===== src/hw/rtl/toroidal_life_generation_core_defines.svh =====
// Assertion macros for the toroidal Life core.
// Used by the top level; expects clk and rst_n in scope.
`ifndef TOROIDAL_LIFE_GENERATION_CORE_DEFINES_SVH
`define TOROIDAL_LIFE_GENERATION_CORE_DEFINES_SVH

// same-cycle implication
`define TLG_ASSERT_IMP(lbl, ante, cons, msg) \
  lbl: assert property (@(posedge clk) disable iff (!rst_n) (ante) |-> (cons)) \
    else $error(msg);

// next-cycle implication
`define TLG_ASSERT_NXT(lbl, ante, cons, msg) \
  lbl: assert property (@(posedge clk) disable iff (!rst_n) (ante) |=> (cons)) \
    else $error(msg);

`endif


===== src/hw/rtl/tlg_pkg.sv =====
// Shared constants and types for the toroidal Life core.
// No dependencies.
package tlg_pkg;

  localparam int BOARD_COLS = 64;
  localparam int BOARD_ROWS = 32;

  localparam int COL_W = $clog2(BOARD_COLS);
  localparam int ROW_W = $clog2(BOARD_ROWS);
  // wide enough to compare any field index against a board size up to 256
  localparam int IDX_W = 9;
  localparam int CNT_W = 4;

  localparam int IN_DATA_W  = 16;
  localparam int OUT_DATA_W = 8;

  localparam logic [CNT_W-1:0] LIVE_BIRTH = CNT_W'(3);
  localparam logic [CNT_W-1:0] LIVE_KEEP  = CNT_W'(2);

  typedef logic [BOARD_COLS-1:0] row_t;

  typedef enum logic [1:0] {
    CMD_WRITE = 2'd0,
    CMD_STEP  = 2'd1,
    CMD_READ  = 2'd2
  } cmd_t;

  typedef enum logic [2:0] {
    ST_IDLE,
    ST_WMERGE,
    ST_RD,
    ST_FILL0,
    ST_FILL1,
    ST_SWEEP,
    ST_DONE
  } state_t;

endpackage


===== src/hw/rtl/tlg_row_unit.sv =====
// Row evaluator: next generation of one board row from three old rows.
// Depends on tlg_pkg.
module tlg_row_unit
  import tlg_pkg::*;
(
  input  row_t prev_row,
  input  row_t cur_row,
  input  row_t nxt_row,
  output row_t new_row
);

  always_comb begin
    logic [COL_W-1:0] cl;
    logic [COL_W-1:0] cr;
    logic [CNT_W-1:0] n;
    new_row = '0;
    for (int c = 0; c < BOARD_COLS; c++) begin
      cl = (c == 0) ? COL_W'(BOARD_COLS - 1) : COL_W'(c - 1);
      cr = (c == BOARD_COLS - 1) ? '0 : COL_W'(c + 1);
      n = CNT_W'(prev_row[cl]) + CNT_W'(prev_row[c]) + CNT_W'(prev_row[cr])
        + CNT_W'(cur_row[cl])                       + CNT_W'(cur_row[cr])
        + CNT_W'(nxt_row[cl])  + CNT_W'(nxt_row[c])  + CNT_W'(nxt_row[cr]);
      new_row[c] = (n == LIVE_BIRTH) | ((n == LIVE_KEEP) & cur_row[c]);
    end
  end

endmodule


===== src/hw/rtl/toroidal_life_generation_core.sv =====
// Channel | dir | tvalid/tready handshake | payload
// in_     | in  | in_tvalid / in_tready   | in_tdata: col, row, cell_in; in_tuser: cmd
// out_    | out | out_tvalid / out_tready | out_tdata: cell_out; out_tuser: generation_done
//
// Step request: FILL0 and FILL1 load the old last row and row 0; SWEEP then runs
// the single row evaluator doing one row per cycle off the one read port of the board.
// Write request: read-modify-write of one row. Read request: waits for the output to free.
// Requests are taken one at a time, only in idle; a result waits in the output register.
// Reset clears the control state and the per-row valid bits (board reads as all dead).
// Depends on tlg_pkg, tlg_row_unit and the defines header.
`include "toroidal_life_generation_core_defines.svh"

module toroidal_life_generation_core
  import tlg_pkg::*;
(
  input  logic                  clk,
  input  logic                  rst_n,
  input  logic                  in_tvalid,
  output logic                  in_tready,
  input  logic [IN_DATA_W-1:0]  in_tdata,   // [5:0] col, [10:6] row, [11] cell_in
  input  logic [1:0]            in_tuser,   // [1:0] cmd
  output logic                  out_tvalid,
  input  logic                  out_tready,
  output logic [OUT_DATA_W-1:0] out_tdata,  // [0] cell_out
  output logic [0:0]            out_tuser   // [0] generation_done
);

  state_t state_r, state_nxt;

  logic [COL_W-1:0] req_col_r, req_col_nxt;
  logic [ROW_W-1:0] req_row_r, req_row_nxt;
  logic             req_val_r, req_val_nxt;
  logic             req_on_r, req_on_nxt;
  logic [ROW_W-1:0] sweep_row_r, sweep_row_nxt;
  row_t             prev_r, prev_nxt;
  row_t             cur_r, cur_nxt;
  row_t             row0_r, row0_nxt;
  logic             out_tvalid_r, out_tvalid_nxt;
  logic             out_cell_r, out_cell_nxt;
  logic             out_done_r, out_done_nxt;

  row_t                  board_mem [BOARD_ROWS];
  logic [BOARD_ROWS-1:0] row_valid_r;
  row_t                  rd_data_r;
  logic                  rd_valid_r;
  row_t                  rd_word;
  logic [ROW_W-1:0]      rd_addr;
  logic                  wr_en;
  logic [ROW_W-1:0]      wr_addr;
  row_t                  wr_data;
  row_t                  merged_row;
  row_t                  nxt_row;
  row_t                  new_row;

  logic [IDX_W-1:0] in_col_ext;
  logic [IDX_W-1:0] in_row_ext;
  logic             in_on_board;
  logic             sweep_last;
  logic             out_free;
  cmd_t             in_cmd;

  assign in_col_ext  = IDX_W'(in_tdata[5:0]);
  assign in_row_ext  = IDX_W'(in_tdata[10:6]);
  assign in_on_board = (in_col_ext < IDX_W'(BOARD_COLS)) && (in_row_ext < IDX_W'(BOARD_ROWS));
  assign in_cmd      = cmd_t'(in_tuser);

  // rows never written since reset read as dead
  assign rd_word    = rd_valid_r ? rd_data_r : '0;
  assign sweep_last = (sweep_row_r == ROW_W'(BOARD_ROWS - 1));
  // last row wraps onto the saved old row 0, already overwritten in memory
  assign nxt_row    = sweep_last ? row0_r : rd_word;
  assign out_free   = !out_tvalid_r || out_tready;

  tlg_row_unit u_row_unit (
    .prev_row (prev_r),
    .cur_row  (cur_r),
    .nxt_row  (nxt_row),
    .new_row  (new_row)
  );

  always_comb begin
    merged_row            = rd_word;
    merged_row[req_col_r] = req_val_r;
  end

  assign in_tready = (state_r == ST_IDLE);

  always_comb begin
    state_nxt      = state_r;
    req_col_nxt    = req_col_r;
    req_row_nxt    = req_row_r;
    req_val_nxt    = req_val_r;
    req_on_nxt     = req_on_r;
    sweep_row_nxt  = sweep_row_r;
    prev_nxt       = prev_r;
    cur_nxt        = cur_r;
    row0_nxt       = row0_r;
    out_tvalid_nxt = out_tvalid_r && !out_tready;
    out_cell_nxt   = out_cell_r;
    out_done_nxt   = out_done_r;
    rd_addr        = req_row_r;
    wr_en          = 1'b0;
    wr_addr        = sweep_row_r;
    wr_data        = new_row;

    unique case (state_r)
      ST_IDLE: begin
        rd_addr = in_row_ext[ROW_W-1:0];
        if (in_tvalid) begin
          req_col_nxt = in_col_ext[COL_W-1:0];
          req_row_nxt = in_row_ext[ROW_W-1:0];
          req_val_nxt = in_tdata[11];
          req_on_nxt  = in_on_board;
          unique case (in_cmd)
            CMD_WRITE: begin
              if (in_on_board) state_nxt = ST_WMERGE;
            end
            CMD_STEP: begin
              rd_addr   = ROW_W'(BOARD_ROWS - 1);
              state_nxt = ST_FILL0;
            end
            CMD_READ: state_nxt = ST_RD;
            default: ;
          endcase
        end
      end
      ST_WMERGE: begin
        wr_en     = 1'b1;
        wr_addr   = req_row_r;
        wr_data   = merged_row;
        state_nxt = ST_IDLE;
      end
      ST_RD: begin
        if (out_free) begin
          out_tvalid_nxt = 1'b1;
          out_cell_nxt   = req_on_r & rd_word[req_col_r];
          out_done_nxt   = 1'b0;
          state_nxt      = ST_IDLE;
        end
      end
      ST_FILL0: begin
        prev_nxt  = rd_word;
        rd_addr   = '0;
        state_nxt = ST_FILL1;
      end
      ST_FILL1: begin
        cur_nxt       = rd_word;
        row0_nxt      = rd_word;
        rd_addr       = ROW_W'(1);
        sweep_row_nxt = '0;
        state_nxt     = ST_SWEEP;
      end
      ST_SWEEP: begin
        wr_en    = 1'b1;
        prev_nxt = cur_r;
        cur_nxt  = nxt_row;
        rd_addr  = (sweep_row_r >= ROW_W'(BOARD_ROWS - 2)) ? '0 : sweep_row_r + ROW_W'(2);
        if (sweep_last) begin
          sweep_row_nxt = '0;
          state_nxt     = ST_DONE;
        end else begin
          sweep_row_nxt = sweep_row_r + ROW_W'(1);
        end
      end
      ST_DONE: begin
        if (out_free) begin
          out_tvalid_nxt = 1'b1;
          out_cell_nxt   = 1'b0;
          out_done_nxt   = 1'b1;
          state_nxt      = ST_IDLE;
        end
      end
      default: state_nxt = ST_IDLE;
    endcase
  end

  always_ff @(posedge clk) begin
    if (!rst_n) begin
      state_r      <= ST_IDLE;
      sweep_row_r  <= '0;
      out_tvalid_r <= 1'b0;
      row_valid_r  <= '0;
    end else begin
      state_r      <= state_nxt;
      sweep_row_r  <= sweep_row_nxt;
      out_tvalid_r <= out_tvalid_nxt;
      if (wr_en) row_valid_r[wr_addr] <= 1'b1;
    end
  end

  always_ff @(posedge clk) begin
    req_col_r  <= req_col_nxt;
    req_row_r  <= req_row_nxt;
    req_val_r  <= req_val_nxt;
    req_on_r   <= req_on_nxt;
    prev_r     <= prev_nxt;
    cur_r      <= cur_nxt;
    row0_r     <= row0_nxt;
    out_cell_r <= out_cell_nxt;
    out_done_r <= out_done_nxt;
  end

  // board memory: one write port, one registered read port
  always_ff @(posedge clk) begin
    if (wr_en) board_mem[wr_addr] <= wr_data;
    rd_data_r  <= board_mem[rd_addr];
    rd_valid_r <= row_valid_r[rd_addr];
  end

  assign out_tvalid = out_tvalid_r;
  assign out_tdata  = OUT_DATA_W'(out_cell_r);
  assign out_tuser  = out_done_r;

  `TLG_ASSERT_IMP(a_sweep_idle_zero, state_r != ST_SWEEP, sweep_row_r == '0, "row counter not at zero outside sweep")
  `TLG_ASSERT_IMP(a_write_states, wr_en, (state_r == ST_SWEEP) || (state_r == ST_WMERGE), "board written outside sweep or merge")
  `TLG_ASSERT_NXT(a_step_start, in_tvalid && in_tready && (in_tuser == CMD_STEP), state_r == ST_FILL0, "step request did not start fill")
  `TLG_ASSERT_NXT(a_sweep_end, (state_r == ST_SWEEP) && sweep_last, state_r == ST_DONE, "sweep did not end after last row")
  `TLG_ASSERT_NXT(a_done_result, (state_r == ST_DONE) && out_free, out_tvalid && out_tuser[0] && !out_tdata[0], "step completion not presented")

endmodule

===== config.mk =====
export PLATFORM = sky130hd
export DESIGN_NAME = toroidal_life_generation_core
export DESIGN_NICKNAME = d
export VERILOG_FILES = /design/src/hw/rtl/tlg_pkg.sv /design/src/hw/rtl/tlg_row_unit.sv /design/src/hw/rtl/toroidal_life_generation_core.sv
export VERILOG_INCLUDE_DIRS = /design/src /design/src/hw/rtl
export SDC_FILE = /design/constraint.sdc
export NUM_CORES = 2
export LEC_CHECK = 0
export BUFFER_PORTS_ARGS = -buffer_cell sky130_fd_sc_hd__buf_2
export CORE_UTILIZATION = 57
export DETAILED_ROUTE_END_ITERATION = 7
export HOLD_SLACK_MARGIN = 0.08
export PLACE_DENSITY = 0.81
export SYNTH_ARGS = -nofsm -noshare
export SYNTH_HDL_FRONTEND = slang
export SYNTH_SLANG_ARGS = --single-unit
export TNS_END_PERCENT = 20

===== constraint.sdc =====
create_clock -name clk -period 5.44 [get_ports clk]
set_input_delay 0.544 -clock clk [delete_from_list [all_inputs] [get_ports clk]]
set_output_delay 0.544 -clock clk [all_outputs]
set_load 0.005 [all_outputs]

# After elaboration in Yosys (flattened, before gate mapping)
# Memory sizes are Yosys's and may differ from the RTL's. A register that Yosys moved wholly into a read port is not among the register bits.
# Cells that the tools add are included.
[op_classes]
addsub = 450
order_cmp = 8
n_eq_ne = 144
mux = 37
n_bitwise = 130
n_reduce_logical = 17
[op_table]
columns = ["cell", "n"]
rows = [
  ["$add 4x1->4", 384],
  ["$eq 4x2->1 const B", 128],
  ["$pmux 64 s2", 2],
  ["$mux 64", 3],
  ["$add 1x1->2", 64],
  ["$and 1x1->1", 65],
  ["$bwmux 64", 1],
  ["$or 1x1->1", 64],
  ["$or 32x32->32", 1],
  ["$mux 5", 5],
  ["$pmux 5 s4", 1],
  ["$lt 5x6->1 const B", 3],
  ["$pmux 3 s5", 1],
  ["$lt 6x7->1 const B", 2],
  ["$mux 1", 12],
  ["$mux 3", 4],
  ["$pmux 5 s2", 1],
  ["$eq 3x3->1 const B", 3],
  ["$pmux 3 s3", 1],
  ["$ne 2x2->1 const B", 4],
  ["$bmux 1 s6", 1],
  ["$demux 1 s6", 1],
  ["$eq 3x2->1 const B", 2],
  ["$ge 6x1->1 const B", 1],
  ["other kinds (24)", 32],
]
[word_totals]
regBits = 249
mem_bits_rw = 2048
input_bits = 22
output_inout_bits = 11
mem_count = 1
[memory_table]
columns = ["name", "words", "word_bits", "rd", "rd_ports_with_merged_regs", "wr", "line_no", "rtl"]
rows = [
  ["board_mem", 32, 64, 1, 1, 1, "toroidal_life_generation_core.sv:42", "row_t board_mem [BOARD_ROWS];"],
]

# Longest topological paths before layout
[logic_depth]
depth_word = 11
ltp_mapped = 17

# Hierarchy
# From an unflattened synthesis, not the netlist that was laid out.
[unflattened]
hier_cells = 7393
area_unflattened_um2 = 106651.0
[by_module_without_submodules]
columns = ["mod", "instances", "cells_per_inst", "area_each_um2"]
rows = [
  ["toroidal_life_generation_core", 1, 6180, 95773.1],
  ["tlg_row_unit", 1, 1213, 10877.9],
]

# Worst setup path before layout
# Ideal clock, no wire load.
[synth_timing]
kind = "flip-flop to flip-flop"
from = "register sweep_row_r[1]"
to = "memory board_mem[0][10] (netlist name), data pin"
setup_time_ns = 0.454
arrival_time_ns = 4.651
t_required_ns = 4.986
setup_slack_ns = 0.335
path_stages_with_launch = 18
path_buffers = 3
period_less_slack_ns = 5.105
cell_sequence = "dfxtp_1 > ha_1 > and3_1 > ha_1 > clkbuf_1 > clkbuf_1 > clkbuf_1 > nor2_1 > a21oi_1 > fa_1 > inv_1 > fa_1 > inv_1 > fa_1 > a2111oi_0 > a21oi_1 > or4_1 > o21ai_0"
[synth_via]
elab_chain_len = 9
[synth_lines]
columns = ["item", "line_no", "rtl"]
rows = [
  ["start: declaration", "toroidal_life_generation_core.sv:34", "logic [ROW_W-1:0] sweep_row_r, sweep_row_nxt;"],
  ["start signal: assignment", "toroidal_life_generation_core.sv:185", "sweep_row_r <= sweep_row_nxt;"],
  ["$eq 5x5->1 (*)", "toroidal_life_generation_core.sv:69", "assign sweep_last = (sweep_row_r == ROW_W'(BOARD_ROWS - 1));"],
  ["$mux 64 (*)", "toroidal_life_generation_core.sv:71", "assign nxt_row = sweep_last ? row0_r : rd_word;"],
  ["$add 4x1->4 (2 in a row)", "tlg_row_unit.sv:22", "+ CNT_W'(nxt_row[cl]) + CNT_W'(nxt_row[c]) + CNT_W'(nxt_row[cr]);"],
  ["$add 4x1->4 (*)", "tlg_row_unit.sv:22", ""],
  ["$eq 4x2->1", "tlg_row_unit.sv:23", "new_row[c] = (n == LIVE_BIRTH) | ((n == LIVE_KEEP) & cur_row[c]);"],
  ["$and 1x1->1", "tlg_row_unit.sv:23", ""],
  ["$or 1x1->1 (*)", "tlg_row_unit.sv:23", ""],
  ["$mux 64 (*)", "toroidal_life_generation_core.sv:106", "unique case (state_r)"],
  ["named net wr_data[10]", "toroidal_life_generation_core.sv:50", "row_t wr_data;"],
  ["end: declaration", "toroidal_life_generation_core.sv:42", ""],
]
# Mark *: on every way through the listed nets, which the timed path passes. The rest lies on a longest branch.

# Worst setup path in the final report
[layout_timing]
from = "register sweep_row_r[1]"
to = "memory board_mem[0][24] (netlist name), data pin"
# The elaborated chain is that of the path after synthesis.

==> results_dict.tcl <==
set metrics [dict create \
    drive_above_1_share_pct 11.2 \
    final_net_count 8090 \
    synth_top_flop_cell "edfxtp_1" \
    pin_count 33 \
    share_seq_of_total_power_pct 44.4 \
    vias_in_the_first_global_route 66800 \
    reg2regPathDepth 16 \
    max_cap_viol_count 0 \
    cts-htree-levels 4 \
    switchingPower_mw 17.8 \
    fin_skew_ps 76.3 \
    fmax_mhz 192 \
    worstPathBufferInverterCount 4 \
    cellPowerDensity_mw_per_mm2 473 \
    cts_buffers 218 \
    die-area_mm2 0.184 \
    slew_viol_final 0 \
    routing_usage_on_met1_pct 43.0 \
    critical_path_peak_fanout 32 \
    grt_start_max_net_pins 103 \
    grt_setup_unrepaired "false" \
    globalRoute.busiestLayer "met2" \
    post_synth_main_area_contributors "edfxtp_1 65%, fa_1 4.9%, mux2i_1 4.3%" \
    post-synth-top-area-fraction_pct 65.2 \
    initial_antenna_violation_count 12 \
    required_time_of_the_critical_path_ps 5910 \
    use_met2_pct 51.6 \
    crit_path_top_delay_cell "o21ai_2" \
    final_report_hold_violation_count 0 \
    total_via_count_after_detailed_routing 68300 \
    period_minus_slack_ps 5220 \
    clkTransAtPathRegs_ps 60 \
    synth.cell_area_mm2 0.104 \
    yosys_warnings 0 \
    drt_first_pass_iters 7 \
    worstMarginPinSlew_ps 1440 \
    cp_dominant_cell_by_count "fa_1" \
    synthDistinctLibCells 69 \
    timing.final.setup_violations 0 \
    postRouteAntennaNets 0 \
    drt_first_iter_violations 11000 \
    maxSlewHeadroom_pct 3.85 \
    ir_drop_uv 355 \
    routabilityCongestion 0.952 \
    row_count 156 \
    nFillCells 11800 \
    synthCells 7456 \
    timing.setup.critical_path_class "reg2reg" \
    setup.worst_path.end_class "register" \
    final.period_utilization_pct 95.9 \
    cp_num_cells 16 \
    yosysMostFrequentCell "edfxtp_1" \
    hold_class "in2reg" \
    multi_input_comb_area_mm2 0.0301 \
    yosysTopAreaCell "edfxtp_1" \
    synth-edff-count 2254 \
    global_route_wire_length_before_repair_um 442000 \
    setup-tns-final_ps 0 \
    ys_seq_elements 2360 \
    clock_power_share_pct 28.9 \
    fin_hold_ws_ps 196 \
    postSynth.asyncResetShare_pct 0 \
    die_x_um 429 \
    fraction_of_power_spent_switching_nets_pct 32.3 \
    hpwlAfterDp_um 175000 \
    timing.critical_path.from_type "register" \
    die_y_um 429 \
    area.sequential_mm2 0.0698 \
    coreArea_mm2 0.181 \
    grtUsageMet3_pct 7.30 \
    clock_root_cell "clkbuf_16" \
    detail_route.drc_violations 0 \
    worst_skew_pair_latency_ps 910 \
    drt_via_density 6.71 \
    drt-wirelength-per-cell_um 30.2 \
    status "completed" \
    internal-power_mw 37.4 \
    global_route.usage.total_pct 33.1 \
    totalWireLength_um 308000 \
    grt_overflow_total 0 \
    clkSinkCount 2360 \
    synth_area_per_cell_um2 13.9 \
    cts_tree "built" \
    worstPathArrival_ps 5690 \
    p_comb_share_pct 26.7 \
    cts.path.max_buffers 3 \
    netlist_top_cells_count "2254 x edfxtp_1, 1056 x nand2_1, 689 x inv_1" \
    synth_sequential_area_ratio_pct 67.2 \
    cells_along_the_critical_path "ha_1 > and3_1 > ha_4 > buf_8 > buf_4 > nor2_1 > a21oi_1 > fa_1 > inv_1 > fa_1 > inv_1 > fa_1 > nor2_1 > a31oi_1 > or4_1 > o21ai_2" \
    power.leakage_nw 43.0 \
    max_stage_delay_ps 540 \
    floorplan.initialDensity_pct 57.4 \
    hold_path_depth 5 \
    path_delay_family "adder cells" \
    synth_to_layout_area_growth_pct 12.5 \
    place.port_buffers 21 \
]
[layout make-up]
| cell class | instances | share of cell area, % |
|---|---|---|
| clock inverter | 118 | 1.25 |
| inverter | 689 | 2.22 |
| sequential | 2360 | 59.8 |
| multi-input combinational | 4006 | 25.8 |
| timing repair buffer | 338 | 3.29 |
| antenna | 7 | 0.0150 |
| clock buffer | 293 | 5.18 |
| tap | 2370 | 2.54 |
[metrics by stage]
step / total power [mW] / setup WS [ps] / utilization, % / std cells / instance area (um2)
detailed placement: 38.9 / 86.6 / 60.4 / 9748 / 109000
CTS: 54.7 / 82.7 / 64.6 / 10200 / 117000
global route: 56.8 / 2.72 / 64.6 / 10200 / 117000
finish: 55.3 / 224 / 64.6 / 10200 / 117000
floorplan: 33.0 / 335 / - / 7462 / 104000
global placement: 38.3 / 200 / 60.4 / 9748 / 109000
[power by group through the flow]
| stage | Combinational [mW] | Clock, mW | Sequential (mW) |
|---|---|---|---|
| floorplan | 8.27 | 0 | 24.7 |
| global placement | 13.4 | 0 | 24.8 |
| detailed placement | 14.1 | 0 | 24.9 |
| CTS | 14.3 | 16.0 | 24.5 |
| global route | 15.6 | 16.6 | 24.5 |
| finish | 14.7 | 16.0 | 24.5 |
[worst min-delay path, stage by stage]
cell     delay [ps]
buf_2           130
o21ai_0          70
a21oi_1         100
a21oi_1         130
nor2b_1          50
[repair_timing]
item	4_1_cts	5_1_grt
buffers inserted	0	2
hold buffers	13	0
setup endpoints to repair	0	683
hold endpoints to repair	14	0
resized for setup	0	4
[layer usage]
layer  vias up  part of all wire, %  routed length [um]
met5         -                0.020                  60
met4        10                  7.1               21900
met3      1326                   15               44700
met2      5838                   45              139000
met1     33300                   33              102000
li1      27800                    -                   -
[cells in the final DEF (no fill, tap or decap), types with 191 or more instances in the layout]
cell       instances
mux2i_1          449
nand3_1          191
clkbuf_16        221
a21oi_1          444
ha_1             198
fa_1             256
edfxtp_1        2254
buf_4            198
inv_1            688
nand2_1         1055
[final timing paths]
check	from	to	slack (ps)
hold reg to reg	row_valid_r[27]	row_valid_r[27]	470
hold / removal	in_tvalid	state_r[1]	200
setup reg to reg	sweep_row_r[1]	board_mem[0][24]	220
setup / recovery	sweep_row_r[1]	board_mem[0][24]	220
[state kept, by name, indices dropped and copies added, names as in the netlist, 3 cells and up]
register     cells
rd_data_r       64
req_col_r        6
req_row_r        5
sweep_row_r      5
prev_r          64
row_valid_r     32
board_mem     2048
state_r          3
cur_r           64
row0_r          64
[kinds of logic (layout without fill, tap and decap cells)]
| logic type | after synthesis | in the layout | share of synthesized area, % |
|---|---|---|---|
| compound gates | 1324 | 1324 | 7.94 |
| fa+ha+maj | 455 | 455 | 7.33 |
| flops | 2360 | 2360 | 67.2 |
| xor+xnor | 5 | 5 | 0.0422 |
| simple gates | 1695 | 1695 | 7.06 |
| mux | 520 | 520 | 5.85 |
| buf+inv | 1096 | 1438 | 4.53 |
| other cells | 1 | 14 | 0.00361 |
No activity file was read; power rests on OpenSTA's default activity.
